--- src/rtl/core/gsd_pkg.sv ---
// Package for the grid swap distance block: widths, register indexes, control types.
package gsd_pkg;

	localparam int MAX_STEPS_DEF = 64;
	localparam int MAX_SIDE_DEF  = 32;

	localparam int POS_W  = 10;
	localparam int SIDE_W = 6;
	localparam int RSQ_W  = 7;
	localparam int DIST_W = 6;
	localparam int CFG_IDX_W = 2;
	localparam int CFG_DAT_W = 7;
	localparam int FLD_W = 5;
	localparam int ENT_W = 2 * FLD_W;
	localparam int CNT_W = 7;

	// largest step component possible with a 7-bit radius squared
	localparam int A_MAX = 11;
	localparam int AC_W  = 4;

	localparam logic [CFG_IDX_W-1:0] REG_COLUMNS = 2'd0;
	localparam logic [CFG_IDX_W-1:0] REG_ROWS    = 2'd1;
	localparam logic [CFG_IDX_W-1:0] REG_RADIUS  = 2'd2;

	localparam logic [SIDE_W-1:0] COLUMNS_RST = 6'd8;
	localparam logic [SIDE_W-1:0] ROWS_RST    = 6'd8;
	localparam logic [RSQ_W-1:0]  RADIUS_RST  = 7'd4;

	typedef struct packed {
		logic bld_start;
		logic bld_step;
		logic accept;
		logic div_step;
		logic walk_start;
		logic sub_step;
		logic out_load;
	} gsd_cmd_t;

	typedef struct packed {
		logic bld_last;
		logic div_last;
		logic bad;
		logic empty;
		logic fits;
		logic k_last;
	} gsd_stat_t;

	// {found, root} when v is a perfect square of a value up to A_MAX
	function automatic logic [AC_W:0] exact_root(input logic [RSQ_W-1:0] v);
		logic [AC_W:0] r;
		r = '0;
		for (int i = 0; i <= A_MAX; i++) begin
			if (8'(i * i) == {1'b0, v})
				r = {1'b1, AC_W'(i)};
		end
		return r;
	endfunction

endpackage

--- src/rtl/core/gsd_ram.sv ---
// Generic single-port-write, registered-read RAM.
module gsd_ram #(
	parameter int WIDTH = 8,
	parameter int DEPTH = 64
) (
	input  logic                     clk,
	input  logic                     we,
	input  logic [$clog2(DEPTH)-1:0] waddr,
	input  logic [WIDTH-1:0]         wdata,
	input  logic [$clog2(DEPTH)-1:0] raddr,
	output logic [WIDTH-1:0]         rdata
);
	logic [WIDTH-1:0] mem [DEPTH];

	always_ff @(posedge clk) begin
		if (we)
			mem[waddr] <= wdata;
		rdata <= mem[raddr];
	end
endmodule

--- src/rtl/core/gsd_ctrl.sv ---
// Sequencer for table build, position split and greedy walk.
module gsd_ctrl import gsd_pkg::*; (
	input  logic      clk,
	input  logic      arst_n,
	input  logic      cfg_we,
	input  logic      in_valid,
	output logic      in_ready,
	output logic      out_valid,
	input  logic      out_ready,
	input  gsd_stat_t st,
	output gsd_cmd_t  cmd
);
	localparam logic [2:0] S_INIT  = 3'd0;
	localparam logic [2:0] S_BUILD = 3'd1;
	localparam logic [2:0] S_IDLE  = 3'd2;
	localparam logic [2:0] S_DIV   = 3'd3;
	localparam logic [2:0] S_WST   = 3'd4;
	localparam logic [2:0] S_WAIT  = 3'd5;
	localparam logic [2:0] S_SUB   = 3'd6;
	localparam logic [2:0] S_FIN   = 3'd7;

	logic [2:0] state_q, state_d;
	logic       out_valid_q;

	always_comb begin
		state_d = state_q;
		cmd = '0;
		unique case (state_q)
			S_INIT: begin
				cmd.bld_start = 1'b1;
				state_d = S_BUILD;
			end
			S_BUILD: begin
				if (cfg_we) begin
					state_d = S_INIT;
				end else begin
					cmd.bld_step = 1'b1;
					if (st.bld_last)
						state_d = S_IDLE;
				end
			end
			S_IDLE: begin
				if (cfg_we) begin
					state_d = S_INIT;
				end else if (in_valid) begin
					cmd.accept = 1'b1;
					state_d = S_DIV;
				end
			end
			S_DIV: begin
				if (st.bad) begin
					state_d = S_FIN;
				end else begin
					cmd.div_step = 1'b1;
					if (st.div_last)
						state_d = S_WST;
				end
			end
			S_WST: begin
				cmd.walk_start = 1'b1;
				state_d = st.empty ? S_FIN : S_WAIT;
			end
			S_WAIT: state_d = S_SUB;
			S_SUB: begin
				cmd.sub_step = 1'b1;
				if (!st.fits)
					state_d = st.k_last ? S_FIN : S_WAIT;
			end
			S_FIN: begin
				if (!out_valid_q || out_ready) begin
					cmd.out_load = 1'b1;
					state_d = S_IDLE;
				end
			end
			default: state_d = S_INIT;
		endcase
	end

	always_ff @(posedge clk or negedge arst_n) begin
		if (!arst_n) begin
			state_q <= S_INIT;
			out_valid_q <= 1'b0;
		end else begin
			state_q <= state_d;
			if (cmd.out_load)
				out_valid_q <= 1'b1;
			else if (out_ready)
				out_valid_q <= 1'b0;
		end
	end

	assign in_ready  = (state_q == S_IDLE) && !cfg_we;
	assign out_valid = out_valid_q;
endmodule

--- src/rtl/core/gsd_dp.sv ---
// Datapath: config registers, step table, dividers, greedy walk, result word.
module gsd_dp import gsd_pkg::*; #(
	parameter int MAX_STEPS = MAX_STEPS_DEF,
	parameter int MAX_SIDE  = MAX_SIDE_DEF
) (
	input  logic                 clk,
	input  logic                 arst_n,
	input  logic                 cfg_we,
	input  logic [CFG_IDX_W-1:0] cfg_index,
	input  logic [CFG_DAT_W-1:0] cfg_data,
	input  logic [POS_W-1:0]     position_a,
	input  logic [POS_W-1:0]     position_b,
	output logic [DIST_W-1:0]    swap_distance,
	output logic                 bad_request,
	input  gsd_cmd_t             cmd,
	output gsd_stat_t            st
);
	localparam int AW = $clog2(MAX_STEPS);
	localparam int CW = $clog2(MAX_STEPS + 1);
	localparam logic [CW-1:0] FULL = CW'(MAX_STEPS);
	localparam logic [CW-1:0] TOP  = CW'(MAX_STEPS - 1);

	logic [SIDE_W-1:0] cols_q, rows_q, eff_c, eff_r;
	logic [RSQ_W-1:0]  r2_q;

	always_ff @(posedge clk or negedge arst_n) begin
		if (!arst_n) begin
			cols_q <= COLUMNS_RST;
			rows_q <= ROWS_RST;
			r2_q   <= RADIUS_RST;
		end else if (cfg_we) begin
			unique case (cfg_index)
				REG_COLUMNS: cols_q <= cfg_data[SIDE_W-1:0];
				REG_ROWS:    rows_q <= cfg_data[SIDE_W-1:0];
				REG_RADIUS:  r2_q   <= cfg_data;
				default: ;
			endcase
		end
	end

	assign eff_c = (32'(cols_q) > MAX_SIDE) ? SIDE_W'(MAX_SIDE) : cols_q;
	assign eff_r = (32'(rows_q) > MAX_SIDE) ? SIDE_W'(MAX_SIDE) : rows_q;

	// table build: shortest vectors first, stored from the top entry down
	logic [RSQ_W-1:0] len_q;
	logic [AC_W-1:0]  ba_q;
	logic [CW-1:0]    fill_q;
	logic [7:0]       asq;
	logic [7:0]       rem8;
	logic [AC_W:0]    root;
	logic [SIDE_W-1:0] ca, cb;
	logic             qual, we;
	logic [CW-1:0]    waddr_w;
	logic [ENT_W-1:0] rdata;

	assign asq  = 8'(ba_q * ba_q);
	assign rem8 = {1'b0, len_q} - asq;
	assign root = exact_root(rem8[RSQ_W-1:0]);
	assign ca   = {{(SIDE_W-AC_W){1'b0}}, ba_q};
	assign cb   = {{(SIDE_W-AC_W){1'b0}}, root[AC_W-1:0]};

	always_comb begin
		if (ca == '0 && cb == '0)
			qual = 1'b0;
		else if (ca <= cb)
			qual = (ca < eff_c) && (cb < eff_r);
		else
			qual = (cb < eff_c) && (ca < eff_r);
	end

	assign we = cmd.bld_step && (len_q <= r2_q) && (asq <= {1'b0, len_q}) && root[AC_W]
		&& qual && (fill_q != FULL);
	assign waddr_w = TOP - fill_q;
	assign st.bld_last = (r2_q == '0) || (fill_q == FULL)
		|| ((len_q >= r2_q) && (ba_q == AC_W'(A_MAX)));

	// position split by restoring division, one bit a cycle for both
	logic [POS_W-1:0]  diva_q, divb_q, qa_q, qb_q;
	logic [SIDE_W-1:0] ra_q, rb_q;
	logic [3:0]        dcnt_q;
	logic              bad_q;
	logic [SIDE_W:0]   ta, tb;
	logic              ga, gb;
	logic [11:0]       cells;

	assign ta = {ra_q, diva_q[POS_W-1]};
	assign tb = {rb_q, divb_q[POS_W-1]};
	assign ga = (ta >= {1'b0, eff_c});
	assign gb = (tb >= {1'b0, eff_c});
	assign cells = 12'(eff_c * eff_r);
	assign st.div_last = (dcnt_q == 4'(POS_W - 1));
	assign st.bad = bad_q;

	// greedy walk
	logic [CW-1:0]     k_q;
	logic [SIDE_W-1:0] dx_q, dy_q, sa, sb;
	logic [CNT_W-1:0]  count_q;
	logic [CNT_W-1:0]  cm1;
	logic [DIST_W-1:0] res;

	assign sa = {1'b0, rdata[FLD_W-1:0]};
	assign sb = {1'b0, rdata[ENT_W-1:FLD_W]};
	assign st.fits   = (dx_q >= sa) && (dy_q >= sb);
	assign st.k_last = (k_q == TOP);
	assign st.empty  = (fill_q == '0);
	assign cm1 = count_q - 1'b1;
	assign res = (count_q == '0 || cm1 > CNT_W'(63)) ? DIST_W'(63) : cm1[DIST_W-1:0];

	always_ff @(posedge clk or negedge arst_n) begin
		if (!arst_n) begin
			len_q  <= 7'd1;
			ba_q   <= '0;
			fill_q <= '0;
		end else if (cmd.bld_start) begin
			len_q  <= 7'd1;
			ba_q   <= '0;
			fill_q <= '0;
		end else if (cmd.bld_step) begin
			if (we)
				fill_q <= fill_q + 1'b1;
			if (ba_q == AC_W'(A_MAX)) begin
				ba_q  <= '0;
				len_q <= len_q + 1'b1;
			end else begin
				ba_q <= ba_q + 1'b1;
			end
		end
	end

	always_ff @(posedge clk) begin
		if (cmd.accept) begin
			diva_q <= position_a;
			divb_q <= position_b;
			ra_q   <= '0;
			rb_q   <= '0;
			dcnt_q <= '0;
			bad_q  <= (eff_c == '0) || (eff_r == '0) || ({2'b0, position_a} >= cells)
				|| ({2'b0, position_b} >= cells) || (position_a == position_b);
		end else if (cmd.div_step) begin
			diva_q <= {diva_q[POS_W-2:0], 1'b0};
			divb_q <= {divb_q[POS_W-2:0], 1'b0};
			qa_q   <= {qa_q[POS_W-2:0], ga};
			qb_q   <= {qb_q[POS_W-2:0], gb};
			ra_q   <= ga ? SIDE_W'(ta - {1'b0, eff_c}) : ta[SIDE_W-1:0];
			rb_q   <= gb ? SIDE_W'(tb - {1'b0, eff_c}) : tb[SIDE_W-1:0];
			dcnt_q <= dcnt_q + 1'b1;
		end
		if (cmd.walk_start) begin
			dx_q    <= (ra_q > rb_q) ? ra_q - rb_q : rb_q - ra_q;
			dy_q    <= (qa_q > qb_q) ? SIDE_W'(qa_q - qb_q) : SIDE_W'(qb_q - qa_q);
			k_q     <= FULL - fill_q;
			count_q <= '0;
		end else if (cmd.sub_step) begin
			if (st.fits) begin
				dx_q    <= dx_q - sa;
				dy_q    <= dy_q - sb;
				count_q <= count_q + 1'b1;
			end else begin
				k_q <= k_q + 1'b1;
			end
		end
		if (cmd.out_load) begin
			swap_distance <= bad_q ? '0 : res;
			bad_request   <= bad_q;
		end
	end

	gsd_ram #(
		.WIDTH(ENT_W),
		.DEPTH(MAX_STEPS)
	) u_table (
		.clk  (clk),
		.we   (we),
		.waddr(waddr_w[AW-1:0]),
		.wdata({1'b0, root[AC_W-1:0], 1'b0, ba_q}),
		.raddr(k_q[AW-1:0]),
		.rdata(rdata)
	);
endmodule

--- src/rtl/core/grid_swap_distance_top.sv ---
// Top level of the grid swap distance block.
//  channel  dir  handshake              word
//  in       in   in_valid / in_ready    position_a, position_b
//  out      out  out_valid / out_ready  swap_distance, bad_request
//  cfg      in   cfg_we                 cfg_index, cfg_data
// A result is produced by the bit-serial position divider and then the walk over the table
// RAM; an off-grid or equal pair skips both. The next word is taken in the idle state once
// the result is loaded. After reset and after each register write while idle or building,
// the step table is rebuilt, one (length, component) candidate a cycle, no input taken.
// One word is in flight; a held result stalls only the finish of the next word.
module grid_swap_distance_top import gsd_pkg::*; #(
	parameter int MAX_STEPS = MAX_STEPS_DEF,
	parameter int MAX_SIDE  = MAX_SIDE_DEF
) (
	input  logic                 clk,
	input  logic                 arst_n,
	input  logic                 cfg_we,
	input  logic [CFG_IDX_W-1:0] cfg_index,
	input  logic [CFG_DAT_W-1:0] cfg_data,
	input  logic                 in_valid,
	output logic                 in_ready,
	input  logic [POS_W-1:0]     position_a,
	input  logic [POS_W-1:0]     position_b,
	output logic                 out_valid,
	input  logic                 out_ready,
	output logic [DIST_W-1:0]    swap_distance,
	output logic                 bad_request
);
	gsd_cmd_t  cmd;
	gsd_stat_t st;

	gsd_ctrl u_ctrl (
		.clk      (clk),
		.arst_n   (arst_n),
		.cfg_we   (cfg_we),
		.in_valid (in_valid),
		.in_ready (in_ready),
		.out_valid(out_valid),
		.out_ready(out_ready),
		.st       (st),
		.cmd      (cmd)
	);

	gsd_dp #(
		.MAX_STEPS(MAX_STEPS),
		.MAX_SIDE (MAX_SIDE)
	) u_dp (
		.clk          (clk),
		.arst_n       (arst_n),
		.cfg_we       (cfg_we),
		.cfg_index    (cfg_index),
		.cfg_data     (cfg_data),
		.position_a   (position_a),
		.position_b   (position_b),
		.swap_distance(swap_distance),
		.bad_request  (bad_request),
		.cmd          (cmd),
		.st           (st)
	);
endmodule

--- config.mk ---
export PLATFORM = sky130hd
export DESIGN_NAME = grid_swap_distance_top
export DESIGN_NICKNAME = d
export VERILOG_FILES = /design/src/rtl/core/gsd_pkg.sv /design/src/rtl/core/gsd_ram.sv /design/src/rtl/core/gsd_ctrl.sv /design/src/rtl/core/gsd_dp.sv /design/src/rtl/core/grid_swap_distance_top.sv
export SDC_FILE = /design/constraint.sdc
export NUM_CORES = 1
export LEC_CHECK = 0
export BUFFER_PORTS_ARGS = -buffer_cell sky130_fd_sc_hd__buf_2
export CORE_AREA = 5 5 252 254
export CTS_BUF_LIST = sky130_fd_sc_hd__clkbuf_8
export CTS_CLUSTER_DIAMETER = 200
export CTS_CLUSTER_SIZE = 16
export DETAILED_ROUTE_END_ITERATION = 10
export DIE_AREA = 0 0 257 259
export PLACE_DENSITY = 0.75
export SYNTH_ARGS = -nofsm -noshare
export SYNTH_HDL_FRONTEND = slang
export SYNTH_HIERARCHICAL = 1
export SYNTH_SLANG_ARGS = --single-unit
--- constraint.sdc ---
create_clock -name clk -period 9.99 [get_ports clk]
set_clock_uncertainty 0.05 [all_clocks]
set_input_delay 0.999 -clock clk [delete_from_list [all_inputs] [get_ports clk]]
set_output_delay 0.999 -clock clk [all_outputs]
set_load 0.01 [all_outputs]
== Yosys cells after proc, flatten, opt, wreduce, memory -nomap -nowiden ==
Memory sizes are Yosys's and may differ from the RTL's. A register that Yosys moved wholly into a read port is not among the register bits.
Index checks and enable logic that the tools add are counted.
Storage, ports and cells
  bits in registers: 141
  RAM bits: 512
  input port bits: 34
  word-level logic and storage cells: 214
  memories kept: 1
Cells by class
  add/sub/neg operators: 18
  multipliers: 2
  magnitude comparators: 19
  eq/ne operators: 32
  mux-type cells: 70
  bitwise logic cells: 1
  reductions and logical operators: 48
Memories
  u_dp.u_table.mem: words 64, bits a word 8, rd ports 1, clocked after memory_dff 1, write ports 1, RTL line gsd_ram.sv:13  | logic [WIDTH-1:0] mem [DEPTH];
Operator list (number)
  two-way mux 6 bit: 13
  two-way mux 7 bit: 9
  two-way mux 5 bit: 12
  two-way mux 10 bit: 4
  subtractor 6 bit: 6
  adder 7 x 1 -> 7 bit, second input constant: 4
  equality test 7 bit, first input constant: 4
  logical NOT 7 bit: 4
  >= comparator 10 x 12 -> 1 bit: 2
  logical NOT 6 bit: 4
  less-than comparator 4 x 6 -> 1 bit: 4
  two-way mux 3 bit: 8
  one-hot mux 3 bit (8 select lines): 1
  two-way mux 1 bit: 18
  AND reduction 2 bit: 9
  equality test 5 x 7 -> 1 bit, first input constant: 2
  equality test 6 x 7 -> 1 bit, first input constant: 2
  >= comparator 7 x 6 -> 1 bit: 2
  nonzero test 2 bit: 7
  equality test 3 bit, second input constant: 4
  >= comparator 6 x 5 -> 1 bit: 2
  greater-than comparator 6 bit, second input constant: 2
  multiplier 6 x 6 -> 12 bit: 1
  two-way mux 4 bit: 3
  38 further kinds: 63

== Longest topological paths before layout ==
Gate-level depths: netlist (run 1).
  word-level depth: 24
  gate-level depth with buffers: 26
  mapped depth without buffers: 26

== Cells and area by module ==
Netlist (run 1), hierarchy kept.
Modules (own cells, without submodules)
  gsd_ram: times used 1, cells each 1118, area an instance 25101.6 µm²
  gsd_dp: times used 1, cells each 1099, area an instance 10605.2 µm²
  gsd_ctrl: times used 1, cells each 41, area an instance 370.4 µm²

== Worst setup path after synthesis (run 1) ==
OpenSTA, ideal clock, no wires.
  path kind: flip-flop to flip-flop
  start: register u_dp.ba_q[0]
  end: memory u_dp.u_table.mem[96][0] (netlist: u_dp/u_table/mem[48][0]) (enable)
  setup time: 0.390 ns
  arrival: 7.873 ns
  required time: 9.550 ns
  path slack: 1.677 ns
  stages on the path, launching flop included: 25
  path buffers: 0
  period minus slack after synthesis: 8.313 ns
  cells stage by stage: dfrtp_1 inv_1 nor2_1 ha_1 a21o_1 a21oi_1 xnor2_1 ha_1 or2b_2 o311ai_4 xnor2_1 nand3_1 a21oi_2 inv_1 ha_1 nor2b_1 o21a_1 o21a_1 o21ai_0 nor2b_1 a21boi_0 o211a_2 nor3_1 nand4b_1 nor3_1
Between the ends
  cells in the longest elaborated chain, start to end: 22
  elaborated cells between the ends (all ways): 45
  classes of those cells: add/sub: 1; mul: 1; order compare: 6; eq/ne: 11; mux: 16; reduce/logical: 10
RTL lines
  start, declared: RTL line gsd_dp.sv:46  | logic [AC_W-1:0] ba_q;
  start signal, assigned: RTL line gsd_dp.sv:125  | ba_q <= ba_q + 1'b1;
  multiplier 4 x 4 -> 8 bit (*): RTL line gsd_dp.sv:56  | assign asq = 8'(ba_q * ba_q);
  subtractor 7 bit (*): RTL line gsd_dp.sv:57  | assign rem8 = {1'b0, len_q} - asq;
  equality test 1 x 7 -> 1 bit: RTL line gsd_pkg.sv:53  | if (8'(i * i) == {1'b0, v})
  two-way mux 5 bit (10 in a row): RTL line gsd_pkg.sv:53
  two-way mux 5 bit (*): RTL line gsd_pkg.sv:53
  named net u_dp.root[1]: RTL line gsd_dp.sv:50  | logic [AC_W:0] root;
  less-than comparator 4 x 6 -> 1 bit (on tied branches): RTL line gsd_dp.sv:68, gsd_dp.sv:66
  logical AND 1 bit (on tied branches): RTL line gsd_dp.sv:68, gsd_dp.sv:66
  two-way mux 1 bit: RTL line gsd_dp.sv:65  | else if (ca <= cb)
  two-way mux 1 bit (*): RTL line gsd_dp.sv:63  | if (ca == '0 && cb == '0)
  logical AND 1 bit (*) (2 in a row): RTL line gsd_dp.sv:72  | && qual && (fill_q != FULL);
  named net u_dp.we: RTL line gsd_dp.sv:52  | logic qual, we;
  two-way mux 1 bit (*): RTL line gsd_ram.sv:16  | if (we)
  two-way mux 1 bit (implied by the code) (*): RTL line gsd_ram.sv:17  | mem[waddr] <= wdata;
  end, declared: RTL line gsd_ram.sv:13
The timed path passes the listed nets; every way through them passes the cells marked *.

== Worst setup path after layout (run 1) ==
  start: register u_dp.ba_q[0]
  end: memory u_dp.u_table.mem[76][0] (netlist: u_dp/u_table/mem[38][0]) (enable)
Same word-level chain as after synthesis.

==> results.yml, run 1 <==
critical_path:
  cpPeakStageDelay_ns: 0.91
  timing.rr.start: "u_dp/ba_q[0]"
  worst_setup_path_start_kind: "flip-flop"
  cp_slowest_cell: "nor2_1"
  r2r_slack_ns: 1.73
  path_cells: "inv_1 -> nor2_1 -> ha_1 -> a21o_1 -> a21oi_1 -> xnor2_1 -> ha_1 -> or2b_2 -> o311ai_4 -> xnor2_1 -> nand3_1 -> a21oi_4 -> buf_4 -> ha_1 -> o2111ai_1 -> o32ai_1 -> a211o_1 -> a21boi_0 -> o211a_2 -> nor3_1 -> buf_4 -> nor2b_1 -> nand3_1 -> nor2_1"
  reg2reg_to: "u_dp/u_table/mem[38][0]"
  criticalPathCategory: "reg2reg"
  worst_path_most_repeated_cell: "ha_1"
  arrival_ns: 8.53
  crit_path_end_kind: "flip-flop"
  required_ns: 10.26
  crit_buf_inv: 3
  path_max_fanout: 67
  cpLargestDelayFamily: "simple AND/OR/NAND/NOR gates"
  reg2reg_depth: 24
synthesis:
  synth_edf_count: 707
  synth.most_common_cell: "edfxtp_1"
  syn_area_mm2: 0.0361
  yosysWarnings: 6
  synth_top_area_share_pct: 58.8
  syn_avg_cell_area_um2: 16.0
  synth_largest_area_cell: "edfxtp_1"
  synthDistinctLibCells: 100
  synthFlopType: "edfxtp_1"
  synthTopCellsByArea: "edfxtp_1 59%, mux4_2 10%, ha_1 4.8%, dfrtp_1 2.6%, mux2i_1 2.0%"
  netlist_instances: 2258
  ys_seq_area_share_pct: 63.5
  ys_top_cells_by_count: "707 x edfxtp_1, 165 x nor2_1, 160 x mux4_2, 141 x inv_1, 138 x ha_1"
  synthArstFlopShare_pct: 5.25
  ys_ff_latch: 781
detailed_routing:
  wl_met2_um: 36900
  drc: 0
  wl_um: 76300
  viasPerCell: 6.09
  routed.top_layer: "met4"
  wl_per_cell_um: 23.5
  ant_nets: 0
  drt_first_pass_iters: 5
  wirelength_met1_um: 32100
  drt_iter0_drc: 2006
  vias: 19800
  route.met3.wl_um: 5280
final_layout:
  drive_above_1_share_pct: 16.0
  syn_to_final_growth_pct: 6.58
  layout.nets: 2623
  fillers: 4371
  postLayoutCoreUtil_pct: 63.0
  finalInstanceArea_mm2: 0.0385
clock_network:
  cts-root-buf: "clkbuf_8"
  cts_tree: "built"
  cts-resized-gates: 0
  clk_latency_ns: 0.70
  clk_path_buf_depth: 3
  cts_buffers: 54
  postCtsSetupBuffers: 0
  cts.sinks: 781
  cts_hold_buf: 0
  htreeDepth: 2
  clk_pin_slew_ns: 0.11
power:
  combPwrFrac_pct: 41.1
  p_leak_uw: 0.0139
  p_int_uw: 6240
  ir_drop_mv: 0.213
  p_seq_share_pct: 43.7
  sw_frac_of_total_pct: 35.9
  clkPwrFrac_pct: 15.1
  switching_power_uw: 3490
  p_per_area_mw_per_mm2: 253
placed_design:
  gp_congestion: 0.858
  hpwl_um: 50000
  placed_area_mm2: 0.0376
  port_buffers: 42
timing:
  setup_tns_ns: 0
  relSlewSlack_pct: 22.5
  hold_viol: 0
  slew_violations: 0
  post-route-min-period_ns: 8.26
  setup_violations: 0
  fmax_ghz: 0.121
  grt_setup_unrepaired: "no"
  hold_slack_ns: 0.381
  period_share_pct: 82.7
  worst_pin_slew_ns: 1.15
min_path:
  hold_class: "in2async"
global_routing:
  grt_overflow: 0
  grt_first_pass_wirelength_um: 117000
  grt_pass1_vias: 19700
  globalRouteTotalUtil_pct: 22.7
  grt_max_degree: 142
  antenna_found_initial: 1
die:
  start_util_pct: 59.1
  die_w_um: 257
  die_y_um: 259
  io_pins: 43
  num_rows: 91
  core_area_mm2: 0.0610
  die_area_mm2: 0.0666
job:
  drv_cap: 0
outcome:
  status: "completed"
[placed cells by master (no fill, tap or decap), types with 13 or more instances in the layout]
master    count
ha_1        138
nand4_1      17
and2_1       15
mux2_2       49
dfxtp_1      33
o21a_1       13
nor3_1       18
nand2b_1     20
a21o_1       19
mux2i_1      72
xor2_1       22
inv_1       169
a211oi_1     24
fa_1         25
o21ai_0      48
nor2b_1      44
dfrtp_1      33
o22ai_1      20
edfxtp_1    707
buf_2        42
nand3_1      24
xnor2_1      42
clkbuf_8     54
conb_1      128
nand2_1      68
buf_4        30
a21oi_1      61
mux4_2      160
nor2_1      165
[layout make-up]
class	instances	area (µm²)	area share, %
diodes	1	2.50	0.00651
clock buffers	54	743	1.93
clock inverters	33	141	0.368
inverters	141	529	1.38
multi-input cells	1374	12600	32.9
flip-flops and latches	781	22900	59.6
well taps	790	988	2.57
repair buffers	74	475	1.24
[layer usage]
| layer | vias up | global-route usage (%) |
|---|---|---|
| met3 | 124 | 3.22 |
| met5 | - | 0 |
| li1 | 8894 | - |
| met4 | 0 | 6.07 |
| met1 | 10100 | 32.9 |
| met2 | 724 | 37.0 |
[stage by stage]
step / setup slack [ns] / power [µW] / instances
finish: 1.73 / 9730 / 3248
CTS: 1.79 / 9770 / 3247
detailed placement: 1.82 / 8320 / 3160
global placement: 2.22 / 8210 / 3160
global route: 1.39 / 10300 / 3248
floorplan: 1.68 / 7230 / 2385
[power groups by stage]
stage | combinational, µW | clock (µW) | sequential, µW
final | 4000 | 1470 | 4250
after global routing | 4350 | 1650 | 4280
after CTS | 4000 | 1520 | 4260
after detailed placement | 3990 | 0 | 4330
after global placement | 3890 | 0 | 4320
after floorplan | 2920 | 0 | 4300
[registers in the layout, indices dropped and copies added, names as in the netlist, 10 cells and up]
| signal | count |
|---|---|
| u_dp/divb_q | 10 |
| u_dp/u_table/mem | 640 |
| u_dp/u_table/rdata | 10 |
| u_dp/qb_q | 10 |
| u_dp/diva_q | 10 |
| u_dp/qa_q | 10 |
[worst max-delay path by stage]
stage | from | endpoint | slack, ns | depth (start not counted)
after floorplan | u_dp/ba_q[0] | u_dp/u_table/mem[48][0] | 1.68 | 24
after global placement | u_dp/ba_q[0] | u_dp/u_table/mem[22][0] | 2.22 | 24
after detailed placement | u_dp/ba_q[0] | u_dp/u_table/mem[38][0] | 1.82 | 24
after CTS | u_dp/ba_q[0] | u_dp/u_table/mem[14][4] | 1.79 | 24
after global routing | u_dp/ba_q[0] | u_dp/u_table/mem[62][2] | 1.39 | 24
final | u_dp/ba_q[0] | u_dp/u_table/mem[38][0] | 1.73 | 24
[logic make-up after synthesis]
| family | synth area share [%] |
|---|---|
| compound gates | 5.77 |
| xor+xnor | 1.72 |
| fa+ha+maj | 6.17 |
| buf+inv | 2.79 |
| flops | 63.5 |
| mux | 13.9 |
| other cells | 0.0104 |
| simple gates | 6.11 |
No activity file was read; power rests on OpenSTA's default activity.
==> inputs of run 2 (changes only) <==
- clock period: 9.99 -> 7.7 ns (I/O delays scaled with it)
==> run 2 against run 1 <==
Compared with the run above:
- largest power group unchanged
- utilization about the same
- critical endpoint unchanged
- worst hold slack got worse by 0.22 ns
- non-clock buffer count decreased by 1
- maximum frequency increased by 11%
- critical path type unchanged
- clock power increased by 31%
- sequential cell count unchanged
- worst setup slack got worse by 1.5 ns
- combinational power increased by 31%
- largest cell class unchanged
==> results.yml, run 2 (synthesis gave the netlist of run 1 again) <==
final_layout:
  fillers: 4350
  syn_to_final_growth_pct: 6.63
  drive_above_1_share_pct: 16.2
  largest_register: "u_dp/u_table/mem"
  multi_input_area_mm2: 0.0127
  regArea_mm2: 0.0229
  largest_reg_flops: 640
  instances_no_fill: 3249
  layout.nets: 2622
  final_common_cell: "edfxtp_1"
  final_cell_mix: "707 x edfxtp_1, 170 x inv_1, 160 x mux4_2"
power:
  p_leak_uw: 0.0139
  total_power_uw: 12700
  ir_drop_mv: 0.432
  p_per_area_mw_per_mm2: 330
die:
  die_area_mm2: 0.0666
  core_area_mm2: 0.0610
  io_pins: 43
  die_y_um: 259
  die_w_um: 257
  start_util_pct: 59.1
  num_rows: 91
global_routing:
  grt_first_pass_wirelength_um: 117000
  grt_pass1_vias: 20000
  grt_max_degree: 119
  globalRouteTotalUtil_pct: 22.9
  grt_overflow: 0
  antenna_found_initial: 1
critical_path:
  criticalPathCategory: "reg2reg"
  arrival_ns: 7.72
  required_ns: 8.00
  worst_setup_path_start_kind: "flip-flop"
  crit_path_end_kind: "flip-flop"
  r2r_slack_ns: 0.28
  path_max_fanout: 23
clock_network:
  cts-root-buf: "clkbuf_8"
  cts_hold_buf: 0
  cts_tree: "built"
  cts.sinks: 781
  htreeDepth: 2
  cts_buffers: 54
  clk_pin_slew_ns: 0.12
  clk_path_buf_depth: 3
  clk_latency_ns: 0.71
timing:
  hold_slack_ns: 0.164
  post-route-min-period_ns: 7.42
  period_share_pct: 96.4
  setup_violations: 0
  hold_viol: 0
  slew_violations: 0
  relSlewSlack_pct: 17.1
  worst_pin_slew_ns: 1.24
  fmax_ghz: 0.135
  worst_slack_ns: 0.276
  grt_setup_unrepaired: "yes"
job:
  drv_cap: 0
placed_design:
  hpwl_um: 50700
  dp.cells: 3159
  gp_congestion: 0.886
  port_buffers: 42
  dp_slack_ns: 0.394
detailed_routing:
  wl_um: 76600
  drt_iter0_drc: 1998
  vias: 19800
  drc: 0
  wl_per_cell_um: 23.6
  ant_nets: 0
  drt_first_pass_iters: 5
  viasPerCell: 6.11
outcome:
  status: "completed"
min_path:
  hold_class: "in2async"
[run 2: changes by cell type in the layout (fill, tap and decap cells not counted), sizes merged]
| cell | before | now |
|---|---|---|
| clkinvlp | 1 | 0 |
| inv | 171 | 174 |
| buf | 74 | 73 |
| clkinv | 2 | 1 |
| clkbuf | 54 | 55 |
[run 2: final timing paths]
| kind | from | end | cells after the start |
|---|---|---|---|
| max reg2reg | u_dp/ba_q[0] | u_dp/u_table/mem[38][0] | 24 |
| max | u_dp/ba_q[0] | u_dp/u_table/mem[38][0] | 24 |
| min | arst_n | u_dp/r2_q[6] | 1 |
| min in group clk | cfg_data[6] | u_dp/r2_q[6] | 2 |
| min reg2reg | u_dp/qb_q[5] | u_dp/qb_q[6] | 0 |
| max in group asynchronous | arst_n | u_dp/ba_q[2] | 1 |
[run 2: critical path, cell delays in order (launching register included)]
cell	delay [ns]
dfrtp_2	0.45
inv_1	0.21
nor2_1	0.08
ha_1	0.32
a21o_1	0.19
a21oi_1	0.17
xnor2_1	0.09
ha_1	0.39
or2b_2	0.34
o311ai_4	0.43
xnor2_1	0.18
nand3_1	0.14
a21oi_4	0.21
buf_4	0.33
ha_1	0.29
o2111ai_1	0.25
o32ai_1	0.13
a211o_1	0.24
a21boi_0	0.12
o211a_2	0.32
nor3_1	0.20
buf_4	0.19
nor2b_1	0.29
nand3_1	0.57
nor2_1	0.86
[run 2: per-layer routing]
layer / track usage [%] / vias to the layer above / wire length [µm]
met5: 0 / - / 0
met4: 6.74 / 0 / 2250
met3: 3.41 / 130 / 5910
met2: 38.3 / 805 / 37200
met1: 31.8 / 10000 / 31200
li1: - / 8888 / -
[run 2: timing repair]
| item | 4_1_cts | 5_1_grt |
|---|---|---|
| gates resized for setup | 0 | 7 |
| endpoints found under the setup margin | 0 | 97 |
| buffers inserted | 0 | 0 |
[run 2: metrics by stage]
step | cell area (µm²) | setup TNS (ns) | utilization, %
2_1_floorplan | 36600 | 0 | -
3_3_place_gp | 37500 | 0 | 61.5
3_5_place_dp | 37500 | 0 | 61.5
4_1_cts | 38400 | 0 | 63.0
5_1_grt | 38500 | -6.39 | 63.0
6_report | 38500 | 0 | 63.0
[run 2: where the power goes]
part           switching, µW  internal (µW)  total, µW
Clock                   1260            669       1930
Combinational           3110           2120       5230
Sequential               197           5320       5520
Total                   4570           8110      12700
[run 2: area by class of cell]
class / instances / area share (%)
Multi-Input combinational cell: 1374 / 32.9
Antenna cell: 1 / 0.00650
Sequential cell: 781 / 59.6
Clock buffer: 55 / 1.97
Timing Repair Buffer: 73 / 1.18
Inverter: 141 / 1.38
Tap cell: 790 / 2.57
Clock inverter: 34 / 0.387
==> inputs of run 3 (changes only) <==
- PLACE_DENSITY: 0.75 -> 0.78
- clock period: 7.7 -> 6.4 ns (I/O delays scaled with it)
==> run 3 against run 2 <==
Compared with the run above:
- global-route usage down 0.10 points
- sequential cell count unchanged
- worst setup slack worse by 0.087 ns
- critical path type unchanged
- largest power group unchanged
- highest routed layer unchanged
==> results.yml, run 3 (synthesis gave the netlist of run 1 again) <==
global_routing:
  globalRouteTotalUtil_pct: 22.8
  grt_pass1_vias: 20400
  grt_overflow: 0
  grt_max_degree: 142
  antenna_found_initial: 2
  grt_first_pass_wirelength_um: 118000
timing:
  relSlewSlack_pct: 22.9
  fmax_ghz: 0.161
  hold_viol: 0
  hold_slack_ns: 0.0138
  slew_violations: 0
  post-route-min-period_ns: 6.21
  period_share_pct: 97.0
  worst_pin_slew_ns: 1.15
  worst_slack_ns: 0.189
  setup_violations: 0
min_path:
  hold_class: "in2async"
die:
  die_area_mm2: 0.0666
  num_rows: 91
  die_y_um: 259
  core_area_mm2: 0.0610
  start_util_pct: 59.1
  io_pins: 43
  die_w_um: 257
clock_network:
  cts.sinks: 781
  htreeDepth: 2
  cts_hold_buf: 0
  cts-root-buf: "clkbuf_8"
  cts_buffers: 54
  clk_latency_ns: 0.72
  clk_pin_slew_ns: 0.13
  clk_path_buf_depth: 3
  cts_tree: "built"
critical_path:
  path_max_fanout: 9
  worst_setup_path_start_kind: "flip-flop"
  required_ns: 6.77
  crit_buf_inv: 6
  cpLargestDelayFamily: "compound AO/OA/AOI/OAI gates"
  criticalPathCategory: "reg2reg"
  cp_slowest_cell: "dfrtp_4"
  cpPeakStageDelay_ns: 0.53
  crit_path_end_kind: "flip-flop"
  arrival_ns: 6.58
detailed_routing:
  drc: 0
  ant_nets: 0
  vias: 20000
  drt_first_pass_iters: 5
  wl_per_cell_um: 23.1
  viasPerCell: 6.08
  wl_um: 76000
  drt_iter0_drc: 1950
placed_design:
  hpwl_um: 50400
  port_buffers: 42
  gp_congestion: 0.875
  dp_slack_ns: 0.0323
final_layout:
  final_common_cell: "edfxtp_1"
  largest_register: "u_dp/u_table/mem"
  drive_above_1_share_pct: 20.1
  layout.nets: 2664
  largest_reg_flops: 640
  final_cell_mix: "707 x edfxtp_1, 168 x inv_1, 160 x mux4_2"
  syn_to_final_growth_pct: 9.43
power:
  total_power_uw: 15400
  p_per_area_mw_per_mm2: 389
  ir_drop_mv: 0.503
  p_leak_uw: 0.0142
outcome:
  status: "completed"
job:
  drv_cap: 0
[run 3: cell count changes in the layout (fill, tap and decap cells not counted), moves of 3 or more]
cell / before / now
buf_12: 1 / 14
nor2_1: 158 / 112
nor2_2: 7 / 1
dfrtp_4: 0 / 3
nor2_4: 0 / 57
nor3_1: 18 / 15
nand2_1: 68 / 65
buf_4: 30 / 54
dfrtp_2: 4 / 1
[run 3: routing by layer]
metal | part of all wire, % | vias up | wire (µm) | track usage, %
met5 | 0 | - | 0 | 0
met4 | 2.3 | 0 | 1770 | 5.23
met3 | 7.5 | 125 | 5680 | 4.25
met2 | 50 | 803 | 38100 | 38.2
met1 | 40 | 10100 | 30400 | 31.5
li1 | - | 9003 | - | -
[run 3: cell type report]
class	instances	area (µm²)
Clock buffer	55	757
Antenna cell	2	5.00
Fill cell	4205	21500
Multi-Input combinational cell	1379	13200
Inverter	141	533
Tap cell	790	988
Sequential cell	781	22900
Timing Repair Buffer	110	896
Clock inverter	33	150
[run 3: timing repair]
action | 4_1_cts | 5_1_grt
cloned | 0 | 5
pin swaps | 5 | 16
hold endpoints to repair | 0 | 0
setup endpoints to repair | 39 | 638
gates resized for setup | 1 | 12
setup buffers | 7 | 14
[run 3: report_power, final]
part / leakage (µW) / internal (µW) / switching (µW)
sequential: 0.00743 / 6400 / 284
clock: 0.000573 / 802 / 1500
combinational: 0.00622 / 2640 / 3730
[run 3: path summary, 6_finish.rpt]
kind	slack (ns)	to	cells after the start	startpoint
setup reg to reg	0.19	u_dp/u_table/mem[30][0]	29	u_dp/ba_q[2]
max in group asynchronous	5.56	u_dp/ba_q[3]	1	arst_n
hold / removal	0.01	u_dp/r2_q[6]	1	arst_n
min in group clk	0.09	u_dp/r2_q[6]	2	cfg_data[6]
hold reg to reg	0.42	u_dp/qb_q[9]	0	u_dp/qb_q[8]
setup / recovery	0.19	u_dp/u_table/mem[30][0]	29	u_dp/ba_q[2]
[run 3: metrics by stage]
stage / instances / utilization (%) / instance area [µm²] / setup TNS (ns)
floorplan: 2385 / - / 37100 / -211.79
global placement: 3175 / 62.5 / 38200 / 0
detailed placement: 3175 / 62.5 / 38200 / 0
CTS: 3270 / 64.2 / 39200 / 0
global route: 3291 / 64.7 / 39500 / -16.10
finish: 3291 / 64.7 / 39500 / 0
